## src/rtl/core/cads_pkg.sv

```systemverilog
`timescale 1ns / 1ps
package cads_pkg;

    // function codes carried in s_axis tuser
    typedef enum logic [3:0] {
        FN_CYCLE      = 4'd0,
        FN_SERVO_ON   = 4'd1,
        FN_SERVO_OFF  = 4'd2,
        FN_GO_HOME    = 4'd3,
        FN_TARGET_POS = 4'd4,
        FN_TARGET_VEL = 4'd5,
        FN_HALT       = 4'd6,
        FN_QUICK_STOP = 4'd7,
        FN_ENDLESS    = 4'd8
    } t_func;

    localparam logic [2:0] SS_DISC   = 3'd0;
    localparam logic [2:0] SS_OFF    = 3'd1;
    localparam logic [2:0] SS_IDLE   = 3'd2;
    localparam logic [2:0] SS_RUN    = 3'd3;
    localparam logic [2:0] SS_HOMING = 3'd4;
    localparam logic [2:0] SS_STOP   = 3'd5;
    localparam logic [2:0] SS_FAULT  = 3'd6;

    localparam logic [3:0] DS_NRTSO = 4'd0;
    localparam logic [3:0] DS_SOD   = 4'd1;
    localparam logic [3:0] DS_RTSO  = 4'd2;
    localparam logic [3:0] DS_SON   = 4'd3;
    localparam logic [3:0] DS_OE    = 4'd4;
    localparam logic [3:0] DS_QSA   = 4'd5;
    localparam logic [3:0] DS_FRA   = 4'd6;
    localparam logic [3:0] DS_FAULT = 4'd7;
    localparam logic [3:0] DS_UNK   = 4'd8;

    localparam logic [7:0] M_PP   = 8'd1;
    localparam logic [7:0] M_PV   = 8'd3;
    localparam logic [7:0] M_HOME = 8'd6;
    localparam logic [7:0] M_CSP  = 8'd8;
    localparam logic [7:0] M_CSV  = 8'd9;
    localparam logic [7:0] M_CST  = 8'd10;

    localparam logic [15:0] CW_SHUTDOWN = 16'h0006;
    localparam logic [15:0] CW_SWON     = 16'h0007;
    localparam logic [15:0] CW_ENABLE   = 16'h000F;
    localparam logic [15:0] CW_FRESET   = 16'h0080;
    localparam logic [15:0] CW_DISVOLT  = 16'h0000;
    localparam logic [15:0] CW_QSTOP    = 16'h0002;

    // control flag bit positions
    localparam int CF_ONOFF   = 0;
    localparam int CF_TRIG    = 1;
    localparam int CF_SETHOME = 2;
    localparam int CF_HALT    = 3;
    localparam int CF_ENDLESS = 4;
    localparam int CF_REL     = 5;
    localparam int CF_SERVO   = 6;
    localparam int CF_FAULT   = 7;

    // motion flag bit positions
    localparam int MF_ACK    = 0;
    localparam int MF_TREACH = 1;
    localparam int MF_HREACH = 2;
    localparam int MF_HABORT = 3;
    localparam int MF_SZERO  = 4;
    localparam int MF_SAT    = 5;
    localparam int MF_FERR   = 6;
    localparam int MF_HSET   = 7;

    typedef struct packed {
        logic [3:0]  func;
        logic [15:0] raw_status_word;
        logic [7:0]  actual_mode;
        logic [31:0] actual_position;
        logic        link_online;
        logic [31:0] command_value;
        logic        option_a;
        logic        option_b;
    } t_item;

    typedef struct packed {
        logic [2:0]  servo_status;
        logic [3:0]  drive_state;
        logic [15:0] control_word;
        logic [31:0] target_position;
        logic [31:0] target_velocity;
        logic [7:0]  requested_mode;
        logic [7:0]  observed_mode;
        logic [7:0]  control_flags;
        logic [7:0]  motion_flags;
    } t_state;

    function automatic logic [3:0] decode_state(input logic [15:0] sw);
        logic [7:0] a;
        logic [7:0] b;
        a = sw[7:0] & 8'h4F;
        b = sw[7:0] & 8'h6F;
        if (a == 8'h00)      return DS_NRTSO;
        else if (a == 8'h08) return DS_FAULT;
        else if (a == 8'h40) return DS_SOD;
        else if (b == 8'h27) return DS_OE;
        else if (b == 8'h23) return DS_SON;
        else if (b == 8'h21) return DS_RTSO;
        else if (b == 8'h07) return DS_QSA;
        else if (a == 8'h0F) return DS_FRA;
        else                 return DS_UNK;
    endfunction

endpackage

```

## src/rtl/core/cads_step.sv

```systemverilog
`timescale 1ns / 1ps
module cads_step (
    input  cads_pkg::t_item  i_item,
    input  cads_pkg::t_state i_state,
    output cads_pkg::t_state o_state,
    output logic             o_accepted
);

    cads_pkg::t_state s;
    logic [15:0] sw;
    logic [3:0]  ds;
    logic        halt;
    logic        servo_on;
    logic        forced;

    always_comb begin
        s        = i_state;
        sw       = i_item.raw_status_word;
        ds       = cads_pkg::decode_state(sw);
        halt     = i_state.control_flags[cads_pkg::CF_HALT];
        servo_on = i_state.control_flags[cads_pkg::CF_SERVO];
        forced   = 1'b0;
        o_accepted = 1'b1;

        unique case (i_item.func)
            cads_pkg::FN_CYCLE: begin
                // status analysis runs on the mode latched by the previous exchange
                if (!i_item.link_online) begin
                    s.servo_status = cads_pkg::SS_DISC;
                end else begin
                    s.motion_flags[cads_pkg::MF_HSET] = sw[15];
                    s.motion_flags[cads_pkg::MF_FERR] = sw[13];
                    case (i_state.observed_mode) inside
                        cads_pkg::M_PP: begin
                            s.motion_flags[cads_pkg::MF_TREACH] = 1'b0;
                            s.motion_flags[cads_pkg::MF_ACK]    = 1'b0;
                            if (halt) begin
                                s.servo_status = cads_pkg::SS_STOP;
                            end else begin
                                if (sw[12]) begin
                                    s.servo_status = cads_pkg::SS_RUN;
                                    s.motion_flags[cads_pkg::MF_ACK] = 1'b1;
                                end
                                if (sw[10]) begin
                                    s.servo_status = cads_pkg::SS_IDLE;
                                    s.motion_flags[cads_pkg::MF_TREACH] = 1'b1;
                                end
                            end
                        end
                        cads_pkg::M_HOME: begin
                            if (s.control_flags[cads_pkg::CF_SETHOME]) begin
                                s.control_word[4] = 1'b0;
                                s.control_flags[cads_pkg::CF_SETHOME] = 1'b0;
                            end
                            s.motion_flags[cads_pkg::MF_HREACH] = sw[12];
                            s.motion_flags[cads_pkg::MF_HABORT] = sw[10];
                            if (sw[12]) begin
                                s.servo_status   = cads_pkg::SS_IDLE;
                                s.requested_mode = cads_pkg::M_PP;
                            end else if (sw[10]) begin
                                s.servo_status = cads_pkg::SS_STOP;
                            end else if (s.control_flags[cads_pkg::CF_SERVO]) begin
                                s.servo_status = cads_pkg::SS_HOMING;
                            end
                        end
                        cads_pkg::M_PV: begin
                            if (halt) begin
                                s.servo_status = cads_pkg::SS_STOP;
                            end else if (sw[10]) begin
                                s.servo_status = cads_pkg::SS_IDLE;
                                s.motion_flags[cads_pkg::MF_TREACH] = 1'b1;
                            end else begin
                                s.motion_flags[cads_pkg::MF_TREACH] = 1'b0;
                                s.servo_status = cads_pkg::SS_RUN;
                            end
                            s.motion_flags[cads_pkg::MF_SZERO] = sw[11];
                            s.motion_flags[cads_pkg::MF_SAT]   = sw[12];
                        end
                        cads_pkg::M_CSV, cads_pkg::M_CSP, cads_pkg::M_CST: begin
                            s.servo_status = sw[12] ? cads_pkg::SS_RUN : cads_pkg::SS_IDLE;
                        end
                        default: ;
                    endcase
                end

                s.drive_state = ds;
                s.control_flags[cads_pkg::CF_SERVO] = (ds == cads_pkg::DS_OE);
                s.observed_mode = i_item.actual_mode;
                if (ds == cads_pkg::DS_FAULT) begin
                    s.control_flags[cads_pkg::CF_FAULT] = 1'b1;
                end else if (ds == cads_pkg::DS_SOD) begin
                    s.control_flags[cads_pkg::CF_FAULT] = 1'b0;
                end

                // control word sequencing
                if (s.control_flags[cads_pkg::CF_ONOFF] &&
                    !s.control_flags[cads_pkg::CF_SERVO]) begin
                    case (ds)
                        cads_pkg::DS_SOD: begin
                            s.servo_status = cads_pkg::SS_OFF;
                            s.control_word = cads_pkg::CW_SHUTDOWN;
                        end
                        cads_pkg::DS_RTSO: s.control_word = cads_pkg::CW_SWON;
                        cads_pkg::DS_SON: begin
                            s.target_position = i_item.actual_position;
                            s.target_velocity = '0;
                            s.control_word    = cads_pkg::CW_ENABLE;
                        end
                        cads_pkg::DS_FAULT: begin
                            s.servo_status = cads_pkg::SS_FAULT;
                            s.control_word = cads_pkg::CW_FRESET;
                        end
                        cads_pkg::DS_QSA: s.control_word = cads_pkg::CW_DISVOLT;
                        default: ;
                    endcase
                end else if (!s.control_flags[cads_pkg::CF_ONOFF]) begin
                    s.control_word = cads_pkg::CW_SHUTDOWN;
                    s.servo_status = cads_pkg::SS_OFF;
                end else begin
                    if (s.control_flags[cads_pkg::CF_TRIG] &&
                        s.observed_mode == cads_pkg::M_HOME) begin
                        if (s.control_flags[cads_pkg::CF_HALT]) begin
                            s.control_word[8] = 1'b0;
                            s.control_flags[cads_pkg::CF_HALT] = 1'b0;
                        end else begin
                            // homing start: plain new set point
                            s.control_word[5] = 1'b0;
                            s.control_word[4] = 1'b1;
                            s.control_flags[cads_pkg::CF_SETHOME] = 1'b1;
                            s.control_flags[cads_pkg::CF_TRIG]    = 1'b0;
                        end
                    end
                    if (s.observed_mode == cads_pkg::M_PP &&
                        s.motion_flags[cads_pkg::MF_ACK]) begin
                        s.control_word[5:4] = 2'b00;
                    end
                end
            end
            cads_pkg::FN_SERVO_ON: begin
                s.requested_mode = i_item.command_value[7:0];
                if (!servo_on) s.control_flags[cads_pkg::CF_ONOFF] = 1'b1;
            end
            cads_pkg::FN_SERVO_OFF: begin
                if (servo_on) s.control_flags[cads_pkg::CF_ONOFF] = 1'b0;
            end
            cads_pkg::FN_GO_HOME: begin
                s.requested_mode = cads_pkg::M_HOME;
                if (!servo_on) s.control_flags[cads_pkg::CF_ONOFF] = 1'b1;
                s.control_flags[cads_pkg::CF_TRIG] = 1'b1;
            end
            cads_pkg::FN_TARGET_POS: begin
                if (s.observed_mode != cads_pkg::M_CSP && s.observed_mode != cads_pkg::M_PP) begin
                    o_accepted = 1'b0;
                end else begin
                    forced = i_item.option_a || halt;
                    s.control_word[5] = (s.observed_mode == cads_pkg::M_PP) && forced;
                    s.control_word[4] = 1'b1;
                    if (forced) begin
                        s.control_word[8] = 1'b0;
                        s.control_flags[cads_pkg::CF_HALT] = 1'b0;
                    end
                    if (s.observed_mode == cads_pkg::M_PP) begin
                        s.control_word[6] = i_item.option_b;
                        s.control_flags[cads_pkg::CF_REL] = i_item.option_b;
                    end
                    s.target_position = i_item.command_value;
                end
            end
            cads_pkg::FN_TARGET_VEL: begin
                if (s.observed_mode != cads_pkg::M_CSV && s.observed_mode != cads_pkg::M_PV) begin
                    o_accepted = 1'b0;
                end else begin
                    s.target_velocity = i_item.command_value;
                    forced = i_item.option_a || halt;
                    s.control_word[5] = (s.observed_mode == cads_pkg::M_PP) && forced;
                    s.control_word[4] = 1'b1;
                    if (forced) begin
                        s.control_word[8] = 1'b0;
                        s.control_flags[cads_pkg::CF_HALT] = 1'b0;
                    end
                end
            end
            cads_pkg::FN_HALT: begin
                s.control_word[8] = i_item.option_a;
                s.control_flags[cads_pkg::CF_HALT] = i_item.option_a;
            end
            cads_pkg::FN_QUICK_STOP: begin
                s.control_word = cads_pkg::CW_QSTOP;
            end
            cads_pkg::FN_ENDLESS: begin
                if (s.observed_mode != cads_pkg::M_PP) begin
                    o_accepted = 1'b0;
                end else begin
                    s.control_word[15] = i_item.option_a;
                    s.control_flags[cads_pkg::CF_ENDLESS] = i_item.option_a;
                end
            end
            default: ;
        endcase

        o_state = s;
    end

endmodule

```

## src/rtl/core/cia402_axis_drive_sequencer_core.sv

```systemverilog
`timescale 1ns / 1ps
// A word taken at s_axis passes the input register, then the state update and the result
// register, before it appears on m_axis.
// Throughput: one word per cycle unless m_axis stalls; the axis state feeds back on itself.
// Reset (i_rst_n low, synchronous): both stages empty, axis state cleared to
// disconnected / not ready to switch on with zero process data and flags.
module cia402_axis_drive_sequencer_core (
    input  logic         i_clk,
    input  logic         i_rst_n,
    input  logic         i_s_axis_tvalid,
    output logic         o_s_axis_tready,
    // raw_status_word[15:0], actual_mode[23:16], actual_position[55:24],
    // link_online[56], command_value[88:57], option_a[89], option_b[90], zero pad
    input  logic [95:0]  i_s_axis_tdata,
    // func[3:0]
    input  logic [3:0]   i_s_axis_tuser,
    output logic         o_m_axis_tvalid,
    input  logic         i_m_axis_tready,
    // control_word_out[15:0], target_position_out[47:16], target_velocity_out[79:48],
    // mode_out[87:80], servo_status[90:88], drive_state[94:91], servo_is_on[95],
    // fault_latched[96], command_accepted[97], motion_flags[105:98], zero pad
    output logic [111:0] o_m_axis_tdata
);

    cads_pkg::t_item  r_item;
    logic             r_in_valid;
    cads_pkg::t_state r_state;
    cads_pkg::t_state n_state;
    logic             n_accepted;
    logic             r_out_valid;
    logic [105:0]     r_out_data;
    logic             advance;

    // the result register frees up when downstream takes the word
    assign advance         = r_in_valid && (!r_out_valid || i_m_axis_tready);
    assign o_s_axis_tready = !r_in_valid || advance;

    cads_step u_step (
        .i_item     (r_item),
        .i_state    (r_state),
        .o_state    (n_state),
        .o_accepted (n_accepted)
    );

    always_ff @(posedge i_clk) begin
        if (!i_rst_n) begin
            r_in_valid  <= 1'b0;
            r_out_valid <= 1'b0;
            r_state     <= '{servo_status: cads_pkg::SS_DISC,
                             drive_state:  cads_pkg::DS_NRTSO,
                             default:      '0};
        end else begin
            if (o_s_axis_tready) begin
                r_in_valid <= i_s_axis_tvalid;
            end
            if (advance) begin
                r_state     <= n_state;
                r_out_valid <= 1'b1;
            end else if (i_m_axis_tready) begin
                r_out_valid <= 1'b0;
            end
        end
    end

    always_ff @(posedge i_clk) begin
        if (o_s_axis_tready && i_s_axis_tvalid) begin
            r_item.func            <= i_s_axis_tuser;
            r_item.raw_status_word <= i_s_axis_tdata[15:0];
            r_item.actual_mode     <= i_s_axis_tdata[23:16];
            r_item.actual_position <= i_s_axis_tdata[55:24];
            r_item.link_online     <= i_s_axis_tdata[56];
            r_item.command_value   <= i_s_axis_tdata[88:57];
            r_item.option_a        <= i_s_axis_tdata[89];
            r_item.option_b        <= i_s_axis_tdata[90];
        end
        if (advance) begin
            r_out_data <= {n_state.motion_flags,
                           n_accepted,
                           n_state.control_flags[cads_pkg::CF_FAULT],
                           n_state.control_flags[cads_pkg::CF_SERVO],
                           n_state.drive_state,
                           n_state.servo_status,
                           n_state.requested_mode,
                           n_state.target_velocity,
                           n_state.target_position,
                           n_state.control_word};
        end
    end

    assign o_m_axis_tvalid = r_out_valid;
    assign o_m_axis_tdata  = {6'd0, r_out_data};

endmodule
```

## config.mk

```make
export PLATFORM = sky130hd
export DESIGN_NAME = cia402_axis_drive_sequencer_core
export DESIGN_NICKNAME = d
export VERILOG_FILES = /design/src/rtl/core/cads_pkg.sv /design/src/rtl/core/cads_step.sv /design/src/rtl/core/cia402_axis_drive_sequencer_core.sv
export SDC_FILE = /design/constraint.sdc
export NUM_CORES = 1
export LEC_CHECK = 0
export BUFFER_PORTS_ARGS = -buffer_cell sky130_fd_sc_hd__buf_2
export CORE_MARGIN = 2
export CORE_UTILIZATION = 55
export CTS_CLUSTER_DIAMETER = 100
export CTS_CLUSTER_SIZE = 8
export DETAILED_ROUTE_END_ITERATION = 16
export GPL_TIMING_DRIVEN = 0
export PLACE_DENSITY = 0.79
export SLEW_MARGIN = 25
export SYNTH_ARGS = -nofsm -noshare
export SYNTH_HDL_FRONTEND = slang
export SYNTH_SLANG_ARGS = --single-unit
```

## constraint.sdc

```tcl
create_clock -name i_clk -period 12.6 [get_ports i_clk]
set_input_delay 0 -clock i_clk [delete_from_list [all_inputs] [get_ports i_clk]]
set_output_delay 0 -clock i_clk [all_outputs]
set_load 0.1 [all_outputs]
```

==> results.sh <==
export IMPL_status="finished, final reports clean"
export IMPL_dieArea_sq_mm=0.0237
export IMPL_ioPinCount=218
export IMPL_wl_per_cell_um=20.9
export IMPL_synth_compound_area_share_pct=18.3
export IMPL_synth_top_family_by_area="compound AO/OA/AOI/OAI gates"
export IMPL_port_buffers=200
export IMPL_crit_fanout=10
export IMPL_power_frac_seq_pct=46.0
export IMPL_crit_path_start_kind="flop"
export IMPL_synth_fa_ha_area_share_pct=0
export IMPL_worst_clock_skew_ns=0.0216
export IMPL_placed_cell_area_sq_mm=0.0138
export IMPL_synthToLayoutAreaGrowth_pct=30.0
export IMPL_chipWidth_um=154
export IMPL_grt_pass1_vias=9809
export IMPL_async_reset_ff_share_pct=0
export IMPL_core_rowCount=54
export IMPL_grt_pass1_wl_mm=52.9
export IMPL_layout_nets=1427
export IMPL_synth_area_sq_mm=0.0123
export IMPL_cts_tree="done"
export IMPL_path_class="flop to flop"
export IMPL_fin_tns_setup_ns=0
export IMPL_max_vdd_ir_drop_uv=133
export IMPL_dr_pass1_iters=6
export IMPL_vias_per_cell=5.98
export IMPL_routed_wl_mm=34.2
export IMPL_drive_gt1_share_pct=22.0
export IMPL_core_area_sq_mm=0.0219
export IMPL_crit_chain="nor4_4, nand2b_1, o31ai_1, nand3_1, nor2_1, clkbuf_1, o21ai_0"
export IMPL_path_clk_slew_ns=0.05
export IMPL_ys_ff_latch=315
export IMPL_gp_congestion=0.907
export IMPL_p_per_area_mw_per_mm2=156
export IMPL_start_util_pct=56.4
export IMPL_switching_share_pct=25.3
export IMPL_grt_setup_unrepaired="no"
export IMPL_insertion_delay_ns=0.54
export IMPL_critPathArrivalTime_ns=3.27
export IMPL_ys_warn_count=0
export IMPL_ys_seq_area_share_pct=67.0
export IMPL_final_area_sq_mm=0.0160
export IMPL_final_util_pct=73.3
export IMPL_fillCellCount=1451
export IMPL_grt_overflow=0
export IMPL_comb_power_share_pct=9.3
export IMPL_max_cap_violations=0
export IMPL_dp_cells=1463
export IMPL_ant_nets=0
export IMPL_synth_mux_area_share_pct=0.963
export IMPL_slew_viol_final=0
export IMPL_p_leak_nw=5.94
export IMPL_end_kind="flop"
export IMPL_max_stage_delay_ns=0.61
export IMPL_dpl_hpwl_mm=21.1
export IMPL_required_ns=12.85
export IMPL_hold_ws_ns=0.0480
export IMPL_drcViolationCount=0
export IMPL_clock_power_share_pct=44.7
export IMPL_switching_power_uw=635
export IMPL_critPathSlowestCell="nor4_4"
export IMPL_internal_power_mw=1.87
export IMPL_timing_final_ws_setup_ns=9.57
export IMPL_setup_viol=0
export IMPL_die_h_um=154
export IMPL_synth_xor_area_share_pct=0.213
export IMPL_synthSimpleGateAreaFrac_pct=9.59
export IMPL_synth_cells=975
export IMPL_yosysUniqueCellTypes=83
export IMPL_grt_start_max_net_pins=50
export IMPL_worst_pin_slew_ns=0.760
export IMPL_hold_path_class="input pin to flop"
export IMPL_synth_edf_count=196
export IMPL_htreeDepth=2
export IMPL_antenna_found_initial=0
export IMPL_cts_buffers=45
export IMPL_postSynthAreaPerCell_sq_um=12.7
export IMPL_dp_slack_ns=9.68
export IMPL_diodes=0
export IMPL_gr_usage_all_layers_pct=28.5
export IMPL_vias=9801
export IMPL_clockBufferDepth=3
export IMPL_min_period_over_period_pct=24.0
export IMPL_hold_viol=0
export IMPL_post_cts_setup_buffer_count=0
export IMPL_drt_iter0_markers=1066
export IMPL_slew_headroom_pct=48.0
export IMPL_fin_cells=1639
export IMPL_max_freq_mhz=330
export IMPL_min_period_ns=3.03
export IMPL_cts_num_sinks=315
export IMPL_ys_dominant_reg_cell="edfxtp_1"
export IMPL_fin_total_pwr_mw=2.51
export IMPL_clockRootBuffer="clkbuf_16"
-- per-layer routing --
metal  track usage, %  vias to the layer above  part of all wire [%]
met5                0                        -                     0
met2             46.1                      571                    48
met3             5.69                       84                   9.1
met1             38.3                     4722                    40
li1                 -                     4424                     -
met4             10.7                        0                   3.2
-- final timing paths --
check	slack (ns)	depth (start not counted)	startpoint	to
worst max-delay path	9.57	7	r_state[20]	r_out_data[29]
worst min-delay path	0.05	3	i_rst_n	r_state[5]
worst max register to register	9.57	7	r_state[20]	r_out_data[29]
worst min register to register	0.45	1	r_state[108]	r_state[108]
-- Yosys cell counts (3+ instances only) --
master	count	area share [%]
nand4_1	7	0.35
edfxtp_1	196	48
o22ai_1	3	0.15
nand3b_1	3	0.18
a22o_1	74	5.3
nor4_1	4	0.20
a21o_1	4	0.24
a31oi_1	4	0.20
a22oi_1	32	1.9
or4_1	3	0.18
nor2_1	42	1.3
mux2_2	7	0.64
nor4b_2	3	0.36
buf_2	8	0.32
a21oi_1	38	1.5
o31a_1	3	0.21
nor3_1	9	0.36
o31ai_1	10	0.61
nand3_1	16	0.65
or3_1	4	0.20
o21ai_1	9	0.36
and2_1	17	0.86
o21a_1	5	0.30
a211oi_1	5	0.30
nand2b_1	12	0.61
o32ai_1	33	2.3
buf_6	3	0.27
o21ai_0	52	2.1
nand2_1	73	2.2
nor2b_1	6	0.30
inv_1	45	1.4
dfxtp_1	119	19
mux2i_1	4	0.32
buf_1	3	0.091
buf_4	6	0.36
a21boi_0	3	0.18
clkbuf_1	48	1.5
-- state kept, by name, summed over array words and instances, names as in the netlist --
signal / cells
r_item: 90
r_in_valid: 1
o_m_axis_tvalid: 1
r_out_data: 106
r_state: 117
-- worst max-delay path: cells and delay by family (launching register included) --
kind | cells | cell delay, ns
AND/OR/NAND/NOR | 4 | 1.36
AO/OA/AOI/OAI | 2 | 0.57
buffers and inverters | 1 | 0.46
flip-flops | 1 | 0.34
-- layout by cell type, fill, tap and decap left out, drive strengths merged, types with 45 or more instances in the layout --
master       instances
dlygate4sd3         93
nor2                45
nand2               73
a22o                74
edfxtp             196
o21ai               61
dfxtp              119
buf                223
clkbuf             128
inv                 49
-- cell type report --
cell class	instances	area (sq um)	share of cell area (%)
plain buffers	68	314	1.96
inverters	47	176	1.10
flip-flops and latches	315	8270	51.5
multi-input cells	550	3620	22.5
well taps	280	350	2.18
clock buffers	80	1280	7.97
repair buffers	296	2000	12.5
clock inverters	3	42.5	0.265
-- cells by family after synthesis --
family | after synthesis
buffers and inverters | 115
other | 1
AO/OA/AOI/OAI | 307
flip-flops | 315
multiplexers | 11
AND/OR/NAND/NOR | 223
XOR/XNOR | 3
-- power by group through the flow --
stage / clock network, mW / logic (mW) / registers, mW
after floorplan: 0 / 0.0550 / 1.27
after detailed placement: 0 / 0.207 / 1.17
final: 1.12 / 0.233 / 1.15
after global routing: 1.17 / 0.243 / 1.16
after CTS: 1.12 / 0.230 / 1.15
after global placement: 0 / 0.202 / 1.18
-- repair_timing --
item | 4_1_cts | 5_1_grt
setup endpoints to repair | 0 | 0
hold buffers | 93 | 0
resized for setup | 0 | 0
hold endpoints to repair | 92 | 0
No activity file was read; power rests on OpenSTA's default activity.
